$ cat src/design/fc_pkg.sv
package fc_pkg;

	localparam int unsigned POS_W = 17;
	localparam int unsigned LEN_W = 16;

	typedef logic [POS_W-1:0] pos_t;
	typedef logic [LEN_W-1:0] len_t;

	// reflected IEEE polynomial
	localparam logic [31:0] CRC_POLY = 32'hEDB8_8320;
	localparam logic [31:0] CRC_INIT = 32'hFFFF_FFFF;

	localparam pos_t POS_LEN_LO   = pos_t'(2);
	localparam pos_t POS_LEN_HI   = pos_t'(3);
	localparam pos_t POS_CRC_LO   = pos_t'(8);
	localparam pos_t POS_HDR_LAST = pos_t'(11);
	localparam pos_t HDR_BYTES    = pos_t'(12);

	localparam logic [1:0] STATUS_OK           = 2'd0;
	localparam logic [1:0] STATUS_CRC_MISMATCH = 2'd1;
	localparam logic [1:0] STATUS_TOO_SHORT    = 2'd2;

	typedef struct packed {
		logic [7:0] data_byte;
		logic       end_of_buffer;
	} rx_item_t;

	typedef struct packed {
		logic [7:0] payload_byte;
		logic       payload_valid;
		logic       frame_done;
		logic [1:0] status;
		len_t       payload_length;
	} result_t;

	function automatic logic [31:0] crc_byte(input logic [31:0] crc, input logic [7:0] b);
		logic [31:0] c;
		c = crc ^ {24'd0, b};
		for (int i = 0; i < 8; i++) begin
			c = c[0] ? ((c >> 1) ^ CRC_POLY) : (c >> 1);
		end
		return c;
	endfunction

endpackage

$ cat src/design/fc_parser.sv
module fc_parser (
	input  logic             clk,
	input  logic             arst_n,
	input  logic             valid_s1,
	input  fc_pkg::rx_item_t item_s1,
	input  logic             out_free,
	output logic             take,
	output logic             load,
	output fc_pkg::result_t  res
);
	import fc_pkg::*;

	pos_t        pos_q;
	logic [31:0] crc_q;
	logic [31:0] exp_q;
	len_t        hlen_q;
	logic        fin_q;

	logic        is_crc, pv, complete, done, eob, has_result;
	logic [7:0]  b;
	logic [31:0] crc_next, exp_next;
	len_t        hlen_next;

	assign b   = item_s1.data_byte;
	assign eob = item_s1.end_of_buffer;

	always_comb begin
		is_crc    = (pos_q >= POS_CRC_LO) && (pos_q < HDR_BYTES);
		pv        = pos_q >= HDR_BYTES;
		crc_next  = crc_byte(crc_q, is_crc ? 8'd0 : b);
		hlen_next = hlen_q;
		if (pos_q == POS_LEN_LO) begin
			hlen_next[7:0] = b;
		end else if (pos_q == POS_LEN_HI) begin
			hlen_next[15:8] = b;
		end
		// each CRC byte lands in a lane that is still zero
		exp_next = exp_q;
		if (is_crc) begin
			exp_next[{pos_q[1:0], 3'b000} +: 8] = b;
		end
		complete   = (pos_q >= POS_HDR_LAST) && (pos_q == POS_HDR_LAST + {1'b0, hlen_next});
		done       = complete || eob;
		has_result = !fin_q && (pv || done);
	end

	always_comb begin
		res.payload_byte   = pv ? b : 8'd0;
		res.payload_valid  = pv;
		res.frame_done     = done;
		if (!done) begin
			res.status = STATUS_OK;
		end else if (complete) begin
			res.status = ((~crc_next) != exp_next) ? STATUS_CRC_MISMATCH : STATUS_OK;
		end else begin
			res.status = STATUS_TOO_SHORT;
		end
		res.payload_length = (done && pos_q >= POS_LEN_HI) ? hlen_next : '0;
	end

	assign take = valid_s1 && (out_free || !has_result);
	assign load = take && has_result;

	always_ff @(posedge clk or negedge arst_n) begin
		if (!arst_n) begin
			pos_q  <= '0;
			crc_q  <= CRC_INIT;
			exp_q  <= '0;
			hlen_q <= '0;
			fin_q  <= 1'b0;
		end else if (take) begin
			if (eob) begin
				pos_q  <= '0;
				crc_q  <= CRC_INIT;
				exp_q  <= '0;
				hlen_q <= '0;
				fin_q  <= 1'b0;
			end else if (!fin_q) begin
				pos_q  <= pos_q + pos_t'(1);
				crc_q  <= crc_next;
				exp_q  <= exp_next;
				hlen_q <= hlen_next;
				fin_q  <= complete;
			end
		end
	end

`ifndef SYNTHESIS
	a_rearm: assert property (@(posedge clk) disable iff (!arst_n)
		take && eob |=> pos_q == '0 && crc_q == CRC_INIT && !fin_q && exp_q == '0)
		else $error("parser did not rearm after last beat of buffer");

	a_finish: assert property (@(posedge clk) disable iff (!arst_n)
		take && !fin_q && !eob && res.frame_done |=> fin_q)
		else $error("frame verdict without entering trailing state");

	a_trail_hold: assert property (@(posedge clk) disable iff (!arst_n)
		fin_q |=> fin_q || pos_q == '0)
		else $error("left trailing state other than by rearm");

	a_quiet_trail: assert property (@(posedge clk) disable iff (!arst_n)
		fin_q |-> !load)
		else $error("result produced while ignoring trailing beats");
`endif

endmodule

$ cat config.mk
export PLATFORM = sky130hd
export DESIGN_NAME = fc_parser
export DESIGN_NICKNAME = d
export VERILOG_FILES = /design/src/design/fc_pkg.sv /design/src/design/fc_parser.sv
export SDC_FILE = /design/constraint.sdc
export NUM_CORES = 1
export LEC_CHECK = 0
export ABC_AREA = 1
export BUFFER_PORTS_ARGS = -buffer_cell sky130_fd_sc_hd__buf_2
export CAP_MARGIN = 20
export CORE_ASPECT_RATIO = 1.1
export CORE_UTILIZATION = 30
export CTS_CLUSTER_SIZE = 24
export DETAILED_ROUTE_END_ITERATION = 10
export HOLD_SLACK_MARGIN = 0.1
export PLACE_DENSITY = 0.54
export RECOVER_POWER = 100
export SETUP_SLACK_MARGIN = 0.02
export SYNTH_ARGS = -nofsm -noshare
export SYNTH_HDL_FRONTEND = slang
export SYNTH_SLANG_ARGS = --single-unit
$ cat constraint.sdc
create_clock -name clk -period 10.9 [get_ports clk]
set_input_delay 0.545 -clock clk [delete_from_list [all_inputs] [get_ports clk]]
set_output_delay 0.545 -clock clk [all_outputs]
set_load 0.02 [all_outputs]
Word-level counts from Yosys, hierarchy flattened
Index checks and enable logic that the tools add are counted.
Widths: inputs -> output; s select.
Operators by class
  bitwise gates (word level): 10
  muxes and demuxes: 29
  reductions and logical operators: 12
  magnitude comparators: 5
  $add $sub $neg: 3
  eq/ne operators: 5
  shifts and indexed selects: 2
Operators with widths (number)
  $mux 32: 13
  $not 13->14: 8
  $ge 17x4->1 const B: 3
  $mux 16: 3
  $mux 8: 5
  $eq 17x2->1 const B: 2
  $mux 17: 2
  $bwmux 32: 1
  $ne 32x32->1: 1
  $not 32->32: 1
  $shift 8x7->32 const A: 1
  $shiftx 8x7->32: 1
  $xor 32x8->32: 1
  $add 17x1->17 const B: 1
  $add 4x16->17 const A: 1
  $eq 17x17->1: 1
  $ge 17x2->1 const B: 1
  $lt 17x4->1 const B: 1
  $neg 5->7: 1
  $logic_and 1x1->1: 6
  $mux 2: 2
  $logic_or 1x1->1: 3
  $mux 1: 3
  $logic_not 1->1: 2
  other kinds (2): 2
Word-level totals
  register bits after elaboration: 98
  input bits: 13

Longest topological paths before layout
Gate-level depths: netlist of run 1.
  word-level depth: 25
  depth in mapped cells: 31
  depth with buffers taken out: 28

Worst setup path after synthesis of run 1
Ideal clock, no wire load.
  path type: reg-to-output
  start point: register pos_q[0]
  end point: output port res[10] (netlist name)
  cell stages (with the launch flop): 25
  path buffers: 2
  path slack: 6952 ps
  arrival: 3403 ps
  cells stage by stage: dfrtp_1 > inv_1 > ha_1 > inv_1 > nor2_1 > nand2_1 > nor2_8 > nand2_2 > buf_6 > nand2_1 > nand2_2 > ha_1 > inv_1 > nand3_1 > nand2_2 > nand2_1 > nor2_2 > nand2_1 > xor2_1 > nor2_1 > nand3_1 > nand2_1 > nand2_1 > clkbuf_1 > nor2_1
RTL lines
  start: declaration: RTL line fc_parser.sv:13  | pos_t pos_q;
  start signal: assignment: RTL line fc_parser.sv:79  | pos_q <= pos_q + pos_t'(1);
  end: declaration: RTL line fc_parser.sv:9  | output fc_pkg::result_t res

Final worst setup path of run 1
  start point: register pos_q[0]
  end point: output port take
On the way
  longest elaborated chain between the ends: 12
  elaborated cells between the ends (all ways): 16
  those cells by class: add/sub (1); order compare (2); eq/ne (3); mux (3); reduce/logical (7)
RTL lines
  $eq 17x2->1: RTL line fc_parser.sv:34  | end else if (pos_q == POS_LEN_HI) begin
  $mux 8: RTL line fc_parser.sv:34
  $mux 8: RTL line fc_parser.sv:32  | if (pos_q == POS_LEN_LO) begin
  $add 4x16->17: RTL line fc_parser.sv:42  | complete = (pos_q >= POS_HDR_LAST) && (pos_q == POS_HDR_LAST + {1'b0, hlen_next});
  $eq 17x17->1: RTL line fc_parser.sv:42
  $logic_and 1x1->1: RTL line fc_parser.sv:42
  $logic_or 1x1->1: RTL line fc_parser.sv:43  | done = complete || eob;
  $logic_or 1x1->1 *: RTL line fc_parser.sv:44  | has_result = !fin_q && (pv || done);
  $logic_and 1x1->1 *: RTL line fc_parser.sv:44
  $logic_not 1->1 *: RTL line fc_parser.sv:61  | assign take = valid_s1 && (out_free || !has_result);
  $logic_or 1x1->1 *: RTL line fc_parser.sv:61
  $logic_and 1x1->1 *: RTL line fc_parser.sv:61
  end: declaration: RTL line fc_parser.sv:7  | output logic take,
Mark *: on every way between the ends. The rest lies on a longest branch, timed or not.

==> impl_metrics.toml, run 1 <==
[clock_tree]
cts_buffers = 9
clk_latency_ps = 370
cts_tree = "built"
cts_root_buffer = "clkbuf_16"
clock_sinks = 98
clockBufferDepth = 2
cts.clk_slew.worst_paths_ps = 80
cts_hold_buf = 0
cts_resized = 0
post_cts_buffers = 0
htreeDepth = 3

[sta]
fmax_ghz = 0.1361
period_minus_slack_ps = 7345
rsz0062_at_grt = "no"
setup-tns-final_ps = 0
hold_viol = 0
fin_ws_ps = 3555
setup_viol = 0
relSlewSlack_pct = -146.6
drv_slew = 138
worst_slew_pin_slew_ps = 3698
skew_ps = 9.578
finalCritPeriodShare_pct = 67.39

[drt]
viasPerCell = 5.120
wire_per_inst_um = 17.06
drt_iter0_markers = 862
drtAntennaViolNets = 0
drc = 0
route.vias.total = 9437
firstDrtPassIters = 5
wl_mm = 31.45

[worst_setup_path]
cp_slowest_stage_delay_ps = 1210
critPathMaxFanout = 36
crit_top_cell = "nand2_1"
endpoint_kind = "output pin"
cp-start-kind = "flip-flop"
crit_path_start = "pos_q[0]"
crit_required_ps = 10360
path_class = "flip-flop to output pin"
rr_startpoint = "pos_q[0]"
critPathArrivalTime_ps = 6800
slowest_stage = "nand3_1"

[cells_and_area]
finalNetCount = 1488
drive_gt1_share_pct = 8.000
area_delta_synth_final_pct = 7.429
diodes = 0

[synth]
synthTopCellsByCount = "650 x nand2_1, 140 x nor2_1, 123 x inv_1"
synthTopCellsByArea = "nand2_1 28%, dfrtp_1 19%, dfstp_2 9.7%"
syn_area_per_cell_um2 = 5.891
syn_inst = 1478
synth_area_leader_cell = "nand2_1"
synthFlopType = "dfrtp_1"
syn_nets = 1496
async_reset_ff_share_pct = 100.0
ys_seq_area_share_pct = 28.62
synth_edf_count = 0
synth_most_common_cell = "nand2_1"
synth_area_um2 = 8707
yosysWarnings = 0
ys_types = 46
ys_seq_elements = 98
synth_top_area_share_pct = 28.02

[power_and_ir_drop]
p_per_area_nw_per_um2 = 182.1
p_total_uw = 1704
vdd_drop_max_mv = 0.08112
leakage_uw = 0.004957

[worst_hold_path]
worstHoldStart = "crc_q[13]"
hold_path.class = "flip-flop to flip-flop"

[floorplanning]
rows = 65
fp.dieW_um = 164.4
initial_core_util_pct = 30.42
core_area_um2 = 28630
die-area_um2 = 29710
io_pins = 43
chipHeight_um = 180.7

[grt]
first_global_vias = 8703
antenna_found_initial = 0
grt_use_total_pct = 21.39
grt_pass1_wl_mm = 49.34
grt_max_degree = 98
grt_overflow_total = 0

[outcome]
violations = "capacitance limit, slew limit"
status = "finished, violations left"

[placement]
gp_congestion = 0.9077
dp_slack_ps = 5314
portBuffers = 42
hpwl_mm = 21.95

[run]
cap_violations = 3
==> worst max-delay path: cells and delay by family, from the launching register on <==
kind / cells / cell delay (ps)
adders and majority gates: 2 / 480
buffers and inverters: 6 / 570
DFF: 1 / 500
and+or+nand+nor: 17 / 4870
==> power by group <==
part,switching (uW),internal (uW),total [uW]
Clock,164,203,367
Combinational,616,249,865
Sequential,39.5,432,471
==> cell families after synthesis <==
logic type      after synthesis  share of synthesized area (%)
xor+xnor                     24                          2.414
simple gates               1084                          54.17
fa+ha+maj                     5                         0.7185
buf+inv                     207                          9.743
mux                           5                         0.6035
flops                        98                          28.62
compound gates               55                          3.722
==> cell usage in the layout, fill, tap and decap left out, drive strengths merged, types with 2 or more instances in the layout <==
cell	instances
nand2	664
xor2	17
xnor2	7
clkinv	4
nand4	108
clkbuf	38
dfstp	32
mux2i	3
or2	5
ha	5
nor3	26
nand3b	9
o21ai	18
a21oi	26
nor4	7
dfrtp	66
buf	21
bufinv	2
inv	138
nor2	152
nand3	109
mux2	2
a31oi	4
o31ai	3
==> cell type report <==
cell class              instances  area, um2
fillers                      3256      19270
multi-input cells            1173       5333
flip-flops and latches         98       2492
inverters                     139      521.8
well taps                     368      460.4
clock buffers                  10      229.0
repair buffers                 49      227.7
clock inverters                 6      90.09
==> per-layer routing <==
| metal | global-route usage [%] | routed length, um |
|---|---|---|
| met5 | 0 | 0 |
| met4 | 6.862 | 659 |
| met3 | 2.025 | 1537 |
| met2 | 35.49 | 15040 |
| met1 | 28.93 | 14210 |
==> per-stage QoR <==
step	hold slack [ps]	cell area, um2	instances	utilization, %
after global placement	449.7	9116	1827	31.84
after floorplan	249.4	8707	1478	-
final	470.5	9354	1843	32.67
after CTS	150.5	9435	1843	32.96
after global routing	490.4	9354	1843	32.67
after detailed placement	456.2	9116	1827	31.84
==> worst paths after layout <==
check                           slack [ps]  depth (start not counted)        end
max in group asynchronous             5730                          2  exp_q[14]
worst max register to register        3610                         26  pos_q[12]
min in group asynchronous              780                          1  exp_q[21]
worst max-delay path                  3560                         25       take
worst min-delay path                   470                          2  crc_q[13]
worst min register to register         470                          2  crc_q[13]
==> registers in the layout, summed over array words and instances, names as in the netlist <==
signal and count:
pos_q 17, fin_q 1, crc_q 32, hlen_q 16, exp_q 32
No activity file was read; power rests on OpenSTA's default activity.
==> run 2: changes to the inputs <==
ABC_AREA = 0   (was 1)
PLACE_DENSITY = 0.56   (was 0.54)
clock period = 6.32 ns   (was 10.9 ns; I/O delays follow)
==> impl_metrics.toml, run 2 <==
[outcome]
status = "finished, violations left"
violations = "capacitance limit, slew limit"

[floorplanning]
io_pins = 43
core_area_um2 = 24700
die-area_um2 = 25980
rows = 60
chipHeight_um = 168.9
fp.dieW_um = 153.8
initial_core_util_pct = 30.78

[grt]
grt_use_total_pct = 19.33
grt_max_degree = 76
grt_overflow_total = 0
grt_pass1_wl_mm = 38.41
first_global_vias = 6415
antenna_found_initial = 0

[synth]
ys_types = 81
yosysWarnings = 0
ys_seq_area_share_pct = 32.79
syn_inst = 897
syn_area_per_cell_um2 = 8.474
synthTopCellsByCount = "112 x nor2_1, 88 x xnor2_1, 82 x nand2_1"
synth_area_leader_cell = "dfrtp_1"
synthTopCellsByArea = "dfrtp_1 22%, dfstp_2 11%, xnor2_1 10%"
synth_top_area_share_pct = 21.73
synthFlopType = "dfrtp_1"
syn_nets = 915
async_reset_ff_share_pct = 100.0
synth_most_common_cell = "nor2_1"
ys_seq_elements = 98
synth_area_um2 = 7601
synth_edf_count = 0

[worst_setup_path]
cp_num_buf_inv = 2
cp_slowest_stage_delay_ps = 1090
rr_startpoint = "pos_q[0]"
endpoint_kind = "flip-flop"
path_delay_family = "simple AND/OR/NAND/NOR gates"
worstSetupEndpoint = "hlen_q[1]"
crit_required_ps = 6570
crit_top_cell = "ha_1"
slowest_stage = "clkbuf_2"
critPathMaxFanout = 71
rrSetupSlack_ps = 450
reg2reg_depth = 17
cp-start-kind = "flip-flop"
timing.rr.end = "hlen_q[1]"
cp.depth = 17
path_cells = "inv_1 > ha_1 > and2_1 > nand2_1 > mux2i_1 > ha_1 > nor2b_1 > nor2_1 > a211oi_1 > a2bb2oi_1 > a2111oi_0 > a31oi_1 > nor4b_2 > and4bb_4 > nor3_1 > clkbuf_2 > mux2_2"
crit_path_start = "pos_q[0]"
path_class = "flip-flop to flip-flop"
critPathArrivalTime_ps = 6120

[clock_tree]
clockBufferDepth = 2
clock_sinks = 98
htreeDepth = 3
cts_resized = 0
cts_tree = "built"
cts.clk_slew.worst_paths_ps = 70
clk_latency_ps = 370
cts_root_buffer = "clkbuf_16"
cts_buffers = 9

[cells_and_area]
drive_gt1_share_pct = 12.12
biggestRegsByFlops = "crc_q x32, exp_q x32, pos_q x17"
layout.cells.most_common_list = "112 x nor2_1, 88 x xnor2_1, 82 x nand2_1"
finalNetCount = 912
area_delta_synth_final_pct = 8.329
final_common_cell = "nor2_1"
diodes = 0

[drt]
route.vias.total = 6789
wl_mm = 24.62
drc = 0
drt_iter0_markers = 511
wire_per_inst_um = 20.37
drtAntennaViolNets = 0
firstDrtPassIters = 5
viasPerCell = 5.615

[sta]
hold_viol = 0
relSlewSlack_pct = -31.38
fmax_ghz = 0.1703
worst_slew_pin_slew_ps = 1971
skew_ps = 15.46
setup-tns-final_ps = 0
rsz0062_at_grt = "no"
finalCritPeriodShare_pct = 92.91
drv_slew = 76
setup_viol = 0
period_minus_slack_ps = 5872

[worst_hold_path]
hold_path.class = "input port to flip-flop"

[power_and_ir_drop]
p_per_area_nw_per_um2 = 451.3
p_total_uw = 3716
clockPowerShare_pct = 16.7
switching_share_pct = 45.02
pwr-share-seq_pct = 24.3
switching_power_uw = 1673
internal_power_uw = 2043
leakage_uw = 0.003073
vdd_drop_max_mv = 0.3216
combPwrFrac_pct = 59.0

[placement]
gp_congestion = 0.9169
portBuffers = 42
hpwl_mm = 17.14

[run]
cap_violations = 1
==> run 2: changes by cell type after synthesis, moves of 12 or more <==
| cell | before | now |
|---|---|---|
| a31oi_1 | 4 | 26 |
| inv_2 | 14 | 1 |
| inv_1 | 123 | 13 |
| nand4_1 | 108 | 12 |
| xor2_1 | 17 | 41 |
| a22o_1 | 0 | 24 |
| o21ai_0 | 12 | 39 |
| a22oi_1 | 0 | 16 |
| xnor2_1 | 7 | 88 |
| nor2_1 | 140 | 112 |
| nand2_2 | 13 | 1 |
| nand2_1 | 650 | 82 |
| nand3_1 | 104 | 29 |
| a21oi_1 | 26 | 45 |
==> run 2: layout make-up <==
| class | instances | area [um2] |
|---|---|---|
| timing repair buffer | 53 | 254.0 |
| clock buffer | 11 | 242.7 |
| tap | 310 | 387.9 |
| multi-input combinational | 717 | 4723 |
| inverter | 15 | 56.30 |
| fill | 2595 | 16460 |
| clock inverter | 5 | 77.57 |
| sequential | 98 | 2492 |
==> run 2: power groups by stage <==
| stage | registers (uW) | logic (uW) | clock network (uW) |
|---|---|---|---|
| floorplan | 852 | 1730 | 0 |
| detailed placement | 913 | 2170 | 0 |
| CTS | 904 | 2180 | 633 |
| global placement | 913 | 2150 | 0 |
| global route | 921 | 2370 | 662 |
| finish | 905 | 2190 | 620 |
==> run 2: worst min-delay path by stage <==
stage / startpoint / to / slack (ps) / depth (start not counted)
6_report: valid_s1 / fin_q / 200 / 2
3_5_place_dp: arst_n / exp_q[22] / 240 / 1
3_3_place_gp: arst_n / exp_q[22] / 230 / 1
5_1_grt: valid_s1 / fin_q / 210 / 2
2_1_floorplan: arst_n / exp_q[0] / 20 / 0
4_1_cts: valid_s1 / fin_q / 180 / 2
==> run 2: cells by family (layout without fill, tap and decap cells) <==
group                    count (synthesis)  count (layout)  share of synthesized area, %
XOR/XNOR                               134             134                         16.31
buffers and inverters                   82              84                         4.724
AO/OA/AOI/OAI                          229             229                         20.99
adder cells (fa/ha/maj)                  5               5                        0.8230
AND/OR/NAND/NOR                        331             331                         21.88
multiplexers                            18              18                         2.486
flip-flops                              98              98                         32.79
==> run 2: worst register-to-register path, cell delays in order (launching register included) <==
cell and delay [ps]:
dfrtp_1 520, inv_1 180, ha_1 370, and2_1 390, nand2_1 380, mux2i_1 260, ha_1 320, nor2b_1 180
nor2_1 80, a211oi_1 400, a2bb2oi_1 300, a2111oi_0 110, a31oi_1 210, nor4b_2 80, and4bb_4 250, nor3_1 190
clkbuf_2 1090, mux2_2 460
==> run 2: metrics by stage <==
| stage | cells | setup slack [ps] | utilization, % | hold WS (ps) | cell area [um2] |
|---|---|---|---|---|---|
| 4_1_cts | 1208 | 322.1 | 33.59 | 184.7 | 8297 |
| 6_report | 1209 | 447.9 | 33.34 | 195.8 | 8234 |
| 3_3_place_gp | 1191 | 858.7 | 32.25 | 233.2 | 7966 |
| 2_1_floorplan | 897 | 1200 | - | 20.41 | 7601 |
| 5_1_grt | 1209 | 42.82 | 33.34 | 206.1 | 8234 |
| 3_5_place_dp | 1191 | 736.1 | 32.25 | 235.9 | 7966 |
==> run 2: per-layer routing <==
layer  global-route usage, %  part of all wire [%]  up-vias
li1                        -                     -     3175
met1                   25.47                    45     3360
met2                   31.62                    47      209
met3                   3.379                   5.3       45
met4                   7.043                   2.8        0
met5                       0                     0        -
==> run 2: repair_timing <==
item                                    4_1_cts  5_1_grt
endpoints found under the setup margin        0       18
hold buffers                                  1        0
setup buffers                                 0        1
hold endpoints to repair                      2        0
